$ cat config.mk
export PLATFORM = sky130hd
export DESIGN_NAME = http_response_value_extract
export DESIGN_NICKNAME = d
export VERILOG_FILES = /design/src/hrve_pkg.sv /design/src/hrve_parse.sv /design/src/http_response_value_extract.sv
export SDC_FILE = /design/constraint.sdc
export NUM_CORES = 1
export LEC_CHECK = 0
export BUFFER_PORTS_ARGS = -buffer_cell sky130_fd_sc_hd__buf_2
export CAP_MARGIN = 20
export CORE_ASPECT_RATIO = 2
export CORE_MARGIN = 3
export CORE_UTILIZATION = 65
export DETAILED_ROUTE_END_ITERATION = 8
export HOLD_SLACK_MARGIN = 0.08
export PLACE_DENSITY = 0.89
export SETUP_SLACK_MARGIN = 0.05
export SLEW_MARGIN = 20
export SYNTH_ARGS = -nofsm -noshare
export SYNTH_HDL_FRONTEND = slang
export SYNTH_SLANG_ARGS = --single-unit
$ cat constraint.sdc
create_clock -name clk -period 11.8 [get_ports clk]
set_input_delay 0.59 -clock clk [delete_from_list [all_inputs] [get_ports clk]]
set_output_delay 0.59 -clock clk [all_outputs]
set_load 0.01 [all_outputs]
$ cat src/hrve_pkg.sv
// ============================================================================
// HTTP response value extractor package
// Shared types, register indexes and character codes for the extractor.
// ============================================================================
package hrve_pkg;

    // Stream parameters
    localparam int MAX_KEY_BYTES     = 32;
    localparam int STATUS_LINE_BYTES = 12;
    localparam int KEY_WORDS         = 4;
    localparam int KEY_BITS          = KEY_WORDS * 64;
    localparam int KEY_SEL_W         = 5;

    // Configuration register indexes
    localparam int CFG_INDEX_W = 3;
    localparam logic [CFG_INDEX_W-1:0] CFG_STATUS_DIGITS = 3'd0;
    localparam logic [CFG_INDEX_W-1:0] CFG_KEY_LENGTH    = 3'd1;
    localparam logic [CFG_INDEX_W-1:0] CFG_KEY_BYTES_A   = 3'd2;
    localparam logic [CFG_INDEX_W-1:0] CFG_KEY_BYTES_B   = 3'd3;
    localparam logic [CFG_INDEX_W-1:0] CFG_KEY_BYTES_C   = 3'd4;
    localparam logic [CFG_INDEX_W-1:0] CFG_KEY_BYTES_D   = 3'd5;
    localparam logic [CFG_INDEX_W-1:0] CFG_MAX_VALUE_LEN = 3'd6;
    localparam int CFG_DATA_W = 64;

    // Register reset values
    localparam logic [23:0] STATUS_DIGITS_RST = 24'h323030;
    localparam logic [15:0] MAX_VALUE_LEN_RST = 16'hFFFF;

    // Character codes
    localparam logic [7:0] CH_CR = 8'h0D;
    localparam logic [7:0] CH_LF = 8'h0A;
    localparam logic [7:0] CH_EQ = 8'h3D;

    // Parser phase
    typedef enum logic [2:0] {
        PH_STATUS  = 3'd0,
        PH_HEADERS = 3'd1,
        PH_KEY     = 3'd2,
        PH_EQUALS  = 3'd3,
        PH_VALUE   = 3'd4,
        PH_IGNORE  = 3'd5
    } phase_t;

    // Input request payload
    typedef struct packed {
        logic [7:0] rx_byte;
        logic       last_byte;
    } in_t;

    // Result request payload
    typedef struct packed {
        logic [7:0]  value_byte;
        logic        value_valid;
        logic        done_res;
        logic        status_ok;
        logic [15:0] value_length;
    } out_t;

endpackage

$ cat src/hrve_parse.sv
// ============================================================================
// HTTP response parser core
// Holds the configuration registers and stream state, and turns one response
// byte into at most one result in the cycle the byte is accepted.
// ============================================================================
module hrve_parse
(
    input  logic                               clk,
    input  logic                               rst_n,
    input  logic                               cfg_we,
    input  logic [hrve_pkg::CFG_INDEX_W-1:0]   cfg_index,
    input  logic [hrve_pkg::CFG_DATA_W-1:0]    cfg_data,
    input  logic                               step,
    input  hrve_pkg::in_t                      in_data,
    output logic                               res_present,
    output hrve_pkg::out_t                     res_data
);
    import hrve_pkg::*;

    // Configuration registers
    logic [23:0]         status_digits_reg;
    logic [5:0]          key_length_reg;
    logic [KEY_BITS-1:0] key_vec_reg;
    logic [15:0]         max_value_len_reg;

    // Stream state
    phase_t      phase_reg, phase_next;
    logic [3:0]  status_index_reg, status_index_next;
    logic        status_match_reg, status_match_next;
    logic [2:0]  line_end_run_reg, line_end_run_next;
    logic [5:0]  key_position_reg, key_position_next;
    logic [15:0] value_count_reg, value_count_next;

    logic [5:0]  klen;
    logic [7:0]  key_char;
    logic [7:0]  rx;
    logic        last;

    assign rx   = in_data.rx_byte;
    assign last = in_data.last_byte;

    // Effective key length is clamped to the key store size.
    assign klen = (key_length_reg > 6'(MAX_KEY_BYTES)) ? 6'(MAX_KEY_BYTES) : key_length_reg;

    // Key byte at the current match position.
    assign key_char = key_vec_reg[key_position_reg[KEY_SEL_W-1:0] * 8 +: 8];

    // Configuration writes.
    always_ff @(posedge clk or negedge rst_n)
    begin
        if (!rst_n)
        begin
            status_digits_reg <= STATUS_DIGITS_RST;
            key_length_reg    <= '0;
            key_vec_reg       <= '0;
            max_value_len_reg <= MAX_VALUE_LEN_RST;
        end
        else if (cfg_we)
        begin
            unique case (cfg_index)
                CFG_STATUS_DIGITS: status_digits_reg <= cfg_data[23:0];
                CFG_KEY_LENGTH:    key_length_reg    <= cfg_data[5:0];
                CFG_KEY_BYTES_A:   key_vec_reg[0*64 +: 64] <= cfg_data;
                CFG_KEY_BYTES_B:   key_vec_reg[1*64 +: 64] <= cfg_data;
                CFG_KEY_BYTES_C:   key_vec_reg[2*64 +: 64] <= cfg_data;
                CFG_KEY_BYTES_D:   key_vec_reg[3*64 +: 64] <= cfg_data;
                CFG_MAX_VALUE_LEN: max_value_len_reg <= cfg_data[15:0];
                default: ;
            endcase
        end
    end

    // Stream state register, advanced once per accepted byte.
    always_ff @(posedge clk or negedge rst_n)
    begin
        if (!rst_n)
        begin
            phase_reg        <= PH_STATUS;
            status_index_reg <= '0;
            status_match_reg <= 1'b1;
            line_end_run_reg <= '0;
            key_position_reg <= '0;
            value_count_reg  <= '0;
        end
        else if (step)
        begin
            phase_reg        <= phase_next;
            status_index_reg <= status_index_next;
            status_match_reg <= status_match_next;
            line_end_run_reg <= line_end_run_next;
            key_position_reg <= key_position_next;
            value_count_reg  <= value_count_next;
        end
    end

    // Per-byte parse step and result formation.
    always_comb
    begin
        logic [7:0] want;
        logic       check;
        logic       consumed;
        logic       emit;
        logic       ok;

        phase_next        = phase_reg;
        status_index_next = status_index_reg;
        status_match_next = status_match_reg;
        line_end_run_next = line_end_run_reg;
        key_position_next = key_position_reg;
        value_count_next  = value_count_reg;
        want              = 8'h00;
        check             = 1'b0;
        consumed          = 1'b0;
        emit              = 1'b0;

        unique case (phase_reg) inside
            PH_STATUS:
            begin
                // Only the three status digits are compared.
                case (status_index_reg)
                    4'd9:
                    begin
                        want  = status_digits_reg[23:16];
                        check = 1'b1;
                    end
                    4'd10:
                    begin
                        want  = status_digits_reg[15:8];
                        check = 1'b1;
                    end
                    4'd11:
                    begin
                        want  = status_digits_reg[7:0];
                        check = 1'b1;
                    end
                    default: ;
                endcase
                if (check && (rx != want))
                begin
                    status_match_next = 1'b0;
                end
                status_index_next = status_index_reg + 4'd1;
                if (status_index_next >= 4'(STATUS_LINE_BYTES))
                begin
                    phase_next = status_match_next ? PH_HEADERS : PH_IGNORE;
                end
            end
            PH_HEADERS:
            begin
                // A run of four line-end bytes ends the headers.
                if ((rx == CH_CR) || (rx == CH_LF))
                begin
                    line_end_run_next = line_end_run_reg + 3'd1;
                end
                else
                begin
                    line_end_run_next = '0;
                end
                if (line_end_run_next >= 3'd4)
                begin
                    phase_next = PH_KEY;
                end
            end
            PH_KEY, PH_EQUALS, PH_VALUE:
            begin
                // Naive key match: a mismatch restarts at key byte zero.
                if (phase_reg == PH_KEY)
                begin
                    if (key_position_reg < klen)
                    begin
                        if (rx == key_char)
                        begin
                            key_position_next = key_position_reg + 6'd1;
                        end
                        else
                        begin
                            key_position_next = '0;
                        end
                        consumed = 1'b1;
                    end
                    if (key_position_next >= klen)
                    begin
                        phase_next = PH_EQUALS;
                    end
                end
                // One optional equals sign after the key.
                if (!consumed && (phase_next == PH_EQUALS))
                begin
                    phase_next = PH_VALUE;
                    if (rx == CH_EQ)
                    begin
                        consumed = 1'b1;
                    end
                end
                // Value bytes up to the configured limit.
                if (!consumed && (phase_next == PH_VALUE))
                begin
                    if (value_count_reg < max_value_len_reg)
                    begin
                        value_count_next = value_count_reg + 16'd1;
                        emit             = 1'b1;
                    end
                end
            end
            PH_IGNORE: ;
            default: ;
        endcase

        ok = (status_index_next >= 4'(STATUS_LINE_BYTES)) && status_match_next;

        res_present           = step && (emit || last);
        res_data.value_byte   = emit ? rx : 8'h00;
        res_data.value_valid  = emit;
        res_data.done_res     = last;
        res_data.status_ok    = last && ok;
        res_data.value_length = value_count_next;

        // The last byte returns the stream to its starting state.
        if (last)
        begin
            phase_next        = PH_STATUS;
            status_index_next = '0;
            status_match_next = 1'b1;
            line_end_run_next = '0;
            key_position_next = '0;
            value_count_next  = '0;
        end
    end

`ifndef SYNTHESIS
    // A header line-end run never passes four.
    a_run_bound: assert property (@(posedge clk) disable iff (!rst_n)
        line_end_run_reg <= 3'd4)
        else $error("line-end run exceeded four");

    // Past the status line the status index sits at its final count.
    a_status_done: assert property (@(posedge clk) disable iff (!rst_n)
        (phase_reg != PH_STATUS) |-> (status_index_reg == 4'(STATUS_LINE_BYTES)))
        else $error("status index incomplete outside status phase");

    // The key position never runs beyond the key store.
    a_key_bound: assert property (@(posedge clk) disable iff (!rst_n)
        key_position_reg <= 6'(MAX_KEY_BYTES))
        else $error("key position beyond key store");

    // A last byte always leaves the stream at the status line start.
    a_last_clears: assert property (@(posedge clk) disable iff (!rst_n)
        (step && last) |=> ((phase_reg == PH_STATUS) && (status_index_reg == 4'd0)
                            && (value_count_reg == 16'd0)))
        else $error("stream state not cleared after last byte");
`endif

endmodule

$ cat src/http_response_value_extract.sv
// ============================================================================
// HTTP response value extractor
// Parses a response byte stream, checks the status code, finds a key in the
// body and returns the value bytes that follow it.
// ============================================================================
// One response byte is taken per clock cycle, every cycle that input stall is
// low. Its result (if any) is presented on the output in the cycle after the byte
// is accepted when the output register is free or is being taken that cycle;
// otherwise it waits in the skid entry until the output register drains. The
// whole parse step for a byte is a single pass of compares and counter
// updates between the accepted byte and the output register. The output
// side has two result entries (output register plus a skid entry), so input
// stall rises only when both hold results that the downstream has not taken.
// Configuration must be written through the plain write port only while no
// response is in flight; the block itself does not enforce this.
module http_response_value_extract
(
    input  logic                               clk,
    input  logic                               rst_n,
    input  logic                               cfg_we,
    input  logic [hrve_pkg::CFG_INDEX_W-1:0]   cfg_index,
    input  logic [hrve_pkg::CFG_DATA_W-1:0]    cfg_data,
    input  logic                               in_valid,
    output logic                               in_stall,
    input  hrve_pkg::in_t                      in_data,
    output logic                               out_valid,
    input  logic                               out_stall,
    output hrve_pkg::out_t                     out_data
);
    import hrve_pkg::*;

    logic   step;
    logic   res_present;
    out_t   res_data;
    logic   take_out;

    logic   out_valid_reg, out_valid_next;
    logic   skid_valid_reg, skid_valid_next;
    out_t   out_data_reg, out_data_next;
    out_t   skid_data_reg, skid_data_next;

    assign in_stall  = skid_valid_reg;
    assign step      = in_valid && !in_stall;
    assign take_out  = out_valid_reg && !out_stall;
    assign out_valid = out_valid_reg;
    assign out_data  = out_data_reg;

    // Parser core.
    hrve_parse u_parse
    (
        .clk         (clk),
        .rst_n       (rst_n),
        .cfg_we      (cfg_we),
        .cfg_index   (cfg_index),
        .cfg_data    (cfg_data),
        .step        (step),
        .in_data     (in_data),
        .res_present (res_present),
        .res_data    (res_data)
    );

    // Output register and skid entry steering.
    always_comb
    begin
        out_valid_next  = out_valid_reg;
        skid_valid_next = skid_valid_reg;
        out_data_next   = out_data_reg;
        skid_data_next  = skid_data_reg;

        if (take_out)
        begin
            if (skid_valid_reg)
            begin
                out_data_next   = skid_data_reg;
                skid_valid_next = 1'b0;
            end
            else
            begin
                out_valid_next = 1'b0;
            end
        end

        // A new result fills the output register if it is empty or frees up, else the skid.
        if (res_present)
        begin
            if (!out_valid_reg || take_out)
            begin
                out_data_next  = res_data;
                out_valid_next = 1'b1;
            end
            else
            begin
                skid_data_next  = res_data;
                skid_valid_next = 1'b1;
            end
        end
    end

    // Control state.
    always_ff @(posedge clk or negedge rst_n)
    begin
        if (!rst_n)
        begin
            out_valid_reg  <= 1'b0;
            skid_valid_reg <= 1'b0;
        end
        else
        begin
            out_valid_reg  <= out_valid_next;
            skid_valid_reg <= skid_valid_next;
        end
    end

    // Result payload.
    always_ff @(posedge clk)
    begin
        out_data_reg  <= out_data_next;
        skid_data_reg <= skid_data_next;
    end

`ifndef SYNTHESIS
    // The skid entry is only occupied behind a full output register.
    a_skid_order: assert property (@(posedge clk) disable iff (!rst_n)
        skid_valid_reg |-> out_valid_reg)
        else $error("skid entry holds a result with output register empty");

    // A result arriving at a blocked output lands in the skid entry.
    a_skid_fill: assert property (@(posedge clk) disable iff (!rst_n)
        (res_present && out_valid_reg && out_stall) |=> skid_valid_reg)
        else $error("result lost at blocked output");

    // Status is only reported together with the done flag.
    a_status_with_done: assert property (@(posedge clk) disable iff (!rst_n)
        (out_valid_reg && out_data_reg.status_ok) |-> out_data_reg.done_res)
        else $error("status reported without done");

    // Every presented result carries a value byte or the done flag.
    a_nonempty: assert property (@(posedge clk) disable iff (!rst_n)
        out_valid_reg |-> (out_data_reg.value_valid || out_data_reg.done_res))
        else $error("empty result presented");
`endif

endmodule

======== Yosys cells after proc, flatten, opt, wreduce, memory -nomap -nowiden ========
Cells that the tools add are included.
Widths: inputs -> output; s select.
storage, ports and cells
  input bits .............................. 81
  register bits ........................... 391
  output and inout port bits .............. 29
cells by class
  add/sub/neg operators ................... 4
  reductions and logical operators ........ 35
  $lt $le $gt $ge ......................... 7
  equality and inequality tests ........... 22
  bitwise logic cells ..................... 1
  multiplexer cells ....................... 57
  shifts and indexed selects .............. 1
operators by type and width
  kind                   count
  $shiftx 256x9->8       1
  $mux 27                4
  $mux 16                4
  $mux 6                 8
  $mux 3                 13
  $pmux 8 s3             1
  $mux 1                 22
  $reduce_and 2->1       9
  $add 16x1->16 const B  1
  $eq 8x4->1 const B     2
  $lt 16x16->1           1
  $mux 8                 2
  $eq 3x2->1 const B     5
  $eq 3x3->1 const B     5
  $eq 4x4->1 const B     3
  $pmux 3 s3             1
  $eq 8x6->1 const B     1
  $eq 8x8->1             1
  $ge 4x4->1 const B     2
  $logic_and 1x1->1      8
  $mux 4                 2
  $ne 8x8->1             1
  $add 6x1->6 const B    1
  $eq 3x1->1 const B     2
  other kinds (16)       27

======== Logic depth before layout (Yosys ltp) ========
  word-level depth ........................ 21
  gate-level depth with buffers ........... 25
  gate-level depth less buffers ........... 20

======== Modules after synthesis ========
A second synthesis with hierarchy kept.
unflattened totals
  cells, all modules ...................... 1496
  area total of the unflattened synthesis .. 19065.8 um2
modules (own cells, without submodules)
  module                       times used  area each (um2)  cells an instance
  hrve_parse                   1           17031.3          1311
  http_response_value_extract  1           2034.5           185

======== Least setup slack after synthesis ========
No wires, ideal clock.
  path kind ............................... reg-to-reg
  start point ............................. reg u_parse.key_position_reg[0]
  end point ............................... reg skid_data_reg[0] in the netlist's numbering (enable)
  setup time .............................. 0.411 ns
  cell stages (with the launch flop) ...... 20
  arrival ................................. 5.389 ns
  path slack .............................. 6.000 ns
  period minus slack after synthesis ...... 5.800 ns
  path buffers ............................ 3
  cell sequence ........................... dfrtp_1 buf_6 buf_6 mux4_2 a21oi_1 a22oi_1 xor2_1 nor4_2 a31oi_1 o21ai_2 ha_1 a21o_1 a2111oi_0 o21a_1 o21a_1 o2111ai_1 inv_2 clkbuf_1 o21ai_1 nor2_1
on the way
  word-level cells in the longest chain between the ends .. 21
  elaborated cells on any way between the ends .. 31
  those cells by class .................... add/sub: 1; order compare: 2; eq/ne: 3; shift: 1; mux: 17; reduce/logical: 7
RTL lines
  item                                                  RTL line                            source
  from (decl)                                           hrve_parse.sv:31                    logic [5:0] key_position_reg, key_position_next;
  from (signal assigned)                                hrve_parse.sv:91                    key_position_reg <= key_position_next;
  $shiftx 256x9->8                                      hrve_parse.sv:46                    assign key_char = key_vec_reg[key_position_reg[KEY_SEL_W-1:0] * 8 +: 8];
  $eq 8x8->1                                            hrve_parse.sv:171                   if (rx == key_char)
  $mux 6                                                hrve_parse.sv:171
  $mux 6                                                hrve_parse.sv:169                   if (key_position_reg < klen)
  $mux 6                                                hrve_parse.sv:167                   if (phase_reg == PH_KEY)
  $mux 6                                                hrve_parse.sv:116                   unique case (phase_reg) inside
  $ge 6x6->1                                            hrve_parse.sv:181                   if (key_position_next >= klen)
  $mux 3                                                hrve_parse.sv:181
  (+5 left out)                                         --
  $mux 3 / $mux 1 (equally long branches)               hrve_parse.sv:116
  $eq 3x3->1 / $logic_not 1->1 (equally long branches)  hrve_parse.sv:196                   if (!consumed && (phase_next == PH_VALUE))
  $logic_and 1x1->1 (*)                                 hrve_parse.sv:196
  $mux 1 (*)                                            hrve_parse.sv:196
  $mux 1 (*)                                            hrve_parse.sv:116
  $logic_or 1x1->1 (*)                                  hrve_parse.sv:211                   res_present = step && (emit || last);
  $logic_and 1x1->1 (*)                                 hrve_parse.sv:211
  $reduce_and 2->1 (no source line) (*)                 --
  to (signal assigned)                                  http_response_value_extract.sv:118  skid_data_reg <= skid_data_next;
  to (decl)                                             http_response_value_extract.sv:40   out_t skid_data_reg, skid_data_next;
Mark *: on every way between the ends. The rest lies on a longest branch, timed or not. The select of a mux whose other input is x is not followed.
A chain may end at the register's enable or synchronous reset.

======== Final worst setup path ========
  start point ............................. reg u_parse.key_position_reg[0]
  end point ............................... reg skid_data_reg[1] in the netlist's numbering (enable)
Same word-level chain as after synthesis.

==> out/metrics.yaml <==
synth:
  syn_inst: 1462
  async_flop_share_pct: 86.2
  yosys.area_share.simple_pct: 5.68
  ys_ff_latch: 391
  yosysSeqAreaShare_pct: 52.1
  synth_compound_area_share_pct: 8.63
  synth_top_family_by_area: "multiplexers"
  synth_top_area_share_pct: 41.6
  yosysUniqueCellTypes: 75
  synth.area.mux_share_pct: 27.1
  synth-xor-area-share_pct: 1.25
  synth_area_leaders: "dfrtp_1 (42%), mux2_2 (18%), mux2i_1 (4.8%)"
  synth-edff-count: 27
  ys_warn_count: 0
  syn_area_sq_um: 18800
  avgSynthCellArea_sq_um: 12.9
  synth_fp_nets: 1575
  synth_flop_cell: "dfrtp_1"
  synthAdderAreaFrac_pct: 2.12
  yosysTopAreaCell: "dfrtp_1"
cts:
  cts_max_level: 2
  clkSinkCount: 391
  cts.reportedPaths.clkPinSlew_ns: 0.06
  root_buffer: "clkbuf_16"
  cts_tree: "yes"
  clk_latency_ns: 0.55
  post_cts_resized: 0
  cts_buffers: 34
  clock_path_buffers: 3
sta:
  finalSetupTns_ns: 0
  relSlewSlack_pct: 29.4
  rsz0062_at_grt: "no"
  finalHoldViolCount: 0
  worstMarginPinSlew_ns: 1.06
  period_minus_slack_ns: 7.45
  finalCritPeriodShare_pct: 63.1
  finalMaxSlewViolations: 0
  skew_ns: 0.0193
  fmax_ghz: 0.134
  finalSetupViolCount: 0
outcome:
  status: "complete, no violations"
route:
  highest_layer: "met4"
  vias: 12991
  wl_met2_microns: 24600
  initialDrtViolationCount: 1328
  ant_nets: 0
  wl_met3_microns: 2740
  drt_drc_violations_left: 0
  dr.pass1.iters: 7
  wl_per_cell_microns: 24.3
  vias_per_cell: 6.78
  wl_microns: 46600
  m1WireLength_microns: 16100
pwr:
  irDropWorstVdd_mv: 0.128
  p_leak_uw: 0.00893
  total_power_uw: 3770
  p_per_area_nw_per_um2: 182
cells_and_area:
  layoutNonFillerInstCount: 1916
  drive_above_1_share_pct: 35.8
  nNetsFinal: 1645
  fin_util_pct: 72.9
  largest_register_ffs: 256
  area.growth.synth_to_final_pct: 9.97
grt:
  track_usage_pct: 30.1
  antenna_found_initial: 3
  grt_pass1_vias: 13542
  grt_pass1_wl_microns: 73900
  grt_start_max_net_pins: 192
  grt.overflow.total: 0
floorplanning:
  coreArea_sq_um: 28400
  core.rowCount: 87
  die_y_microns: 247
  die_w_microns: 126
  die_area_sq_um: 31200
  ios: 110
  start_util_pct: 66.3
worst_setup_path:
  end_kind: "register"
  crit_required_ns: 12.00
  worstSetupPathType: "register to register"
  worst-path-max-fanout: 55
  critPathLaunchType: "register"
  cp.arrival_ns: 7.65
job:
  max_cap_violations: 0
placement:
  placed_cells: 1849
  place.gp.congestion: 0.940
  hpwl_microns: 31500
  port_buffers: 109
worst_hold_path:
  hold_class: "primary input to register"
-- final timing paths --
| check | from | end | slack (ns) | cells past startpoint |
|---|---|---|---|---|
| min reg2reg | u_parse.key_vec_reg[178] | u_parse.key_vec_reg[178] | 0.50 | 1 |
| max in group asynchronous | rst_n | u_parse.key_vec_reg[50] | 9.31 | 4 |
| max | u_parse.key_position_reg[0] | skid_data_reg[1] | 4.35 | 18 |
| min in group asynchronous | rst_n | u_parse.key_vec_reg[198] | 0.60 | 2 |
| min | cfg_data[33] | u_parse.key_vec_reg[225] | 0.32 | 2 |
| max reg2reg | u_parse.key_position_reg[0] | skid_data_reg[1] | 4.35 | 18 |
-- worst max-delay path, stage by stage, from the launching register on --
cell	delay, ns
dfrtp_4	1.00
buf_4	0.83
mux4_2	0.61
a311o_1	0.35
o211ai_1	0.18
nand4_1	0.21
nor4b_2	0.58
a31oi_1	0.19
o21ai_2	0.17
ha_1	0.27
a21o_1	0.17
a2111oi_0	0.41
o21a_1	0.26
o21a_1	0.17
o2111ai_2	0.38
inv_2	0.58
o21ai_1	0.20
nor2_2	0.14
buf_4	0.34
-- cells in the mapped netlist (7+ instances only) --
master / n
dfxtp_1: 27
a31oi_1: 11
o21ai_0: 43
buf_2: 9
a221oi_1: 8
and2_1: 11
edfxtp_1: 27
nand4_1: 9
xnor2_1: 15
nand3_1: 21
mux2_2: 304
a222oi_1: 8
o31ai_1: 11
nand2b_1: 7
dfstp_2: 24
nand2_1: 67
o221ai_1: 9
a22oi_1: 13
a21o_1: 26
nor2b_1: 7
buf_6: 7
nor2_1: 37
mux4_2: 34
mux2i_1: 91
o21ai_1: 13
nor3_1: 22
ha_1: 32
xor2_1: 12
clkbuf_1: 71
inv_1: 37
dfrtp_1: 313
a21oi_1: 38
-- cell usage in the layout (no fill, tap or decap), types with 27 or more instances in the layout --
cell type and count:
dfrtp_1 311, mux4_2 34, clkbuf_16 34, nand2_1 67, edfxtp_1 27, buf_2 108
nor2_1 36, a21oi_1 38, mux2_2 304, mux2i_1 91, o21ai_0 43, ha_1 32
dfxtp_1 27, inv_1 37
-- repair_timing --
item                                    4_1_cts  5_1_grt
setup buffers                                 0        0
hold buffers                                  0        1
endpoints found under the hold margin         0       42
endpoints found under the setup margin        0        0
-- cell type report --
cell class | instances | area, sq um
Clock buffer | 49 | 997
Antenna cell | 3 | 7.51
Inverter | 39 | 146
Timing Repair Buffer | 127 | 729
Tap cell | 356 | 445
Sequential cell | 391 | 9820
Multi-Input combinational cell | 939 | 8470
Clock inverter | 12 | 110
Fill cell | 1757 | 7690
-- per-layer routing --
layer / vias to the layer above / global-route usage (%)
li1: 5563 / -
met1: 6555 / 34.2
met2: 656 / 52.4
met3: 217 / 4.11
met4: 0 / 19.7
met5: - / 0
-- through the flow --
stage               hold slack, ns  area [sq um]  worst slack, ns
floorplan                    0.294         18800             6.00
detailed placement           0.490         19600             4.19
CTS                          0.278         20700             4.16
global placement             0.481         19500             4.40
finish                       0.319         20700             4.35
global route                 0.323         20700             3.70
-- logic make-up after synthesis --
| group | count (synthesis) |
|---|---|
| flip-flops | 391 |
| multiplexers | 429 |
| XOR/XNOR | 27 |
| buffers and inverters | 132 |
| AO/OA/AOI/OAI | 237 |
| AND/OR/NAND/NOR | 214 |
| adder cells (fa/ha/maj) | 32 |
-- power breakdown --
| part | switching (uW) | internal, uW | total (uW) |
|---|---|---|---|
| sequential | 183 | 1660 | 1840 |
| clock | 500 | 616 | 1120 |
| combinational | 412 | 400 | 812 |
| total | 1100 | 2680 | 3770 |
Power figures use the tool's default switching activity.
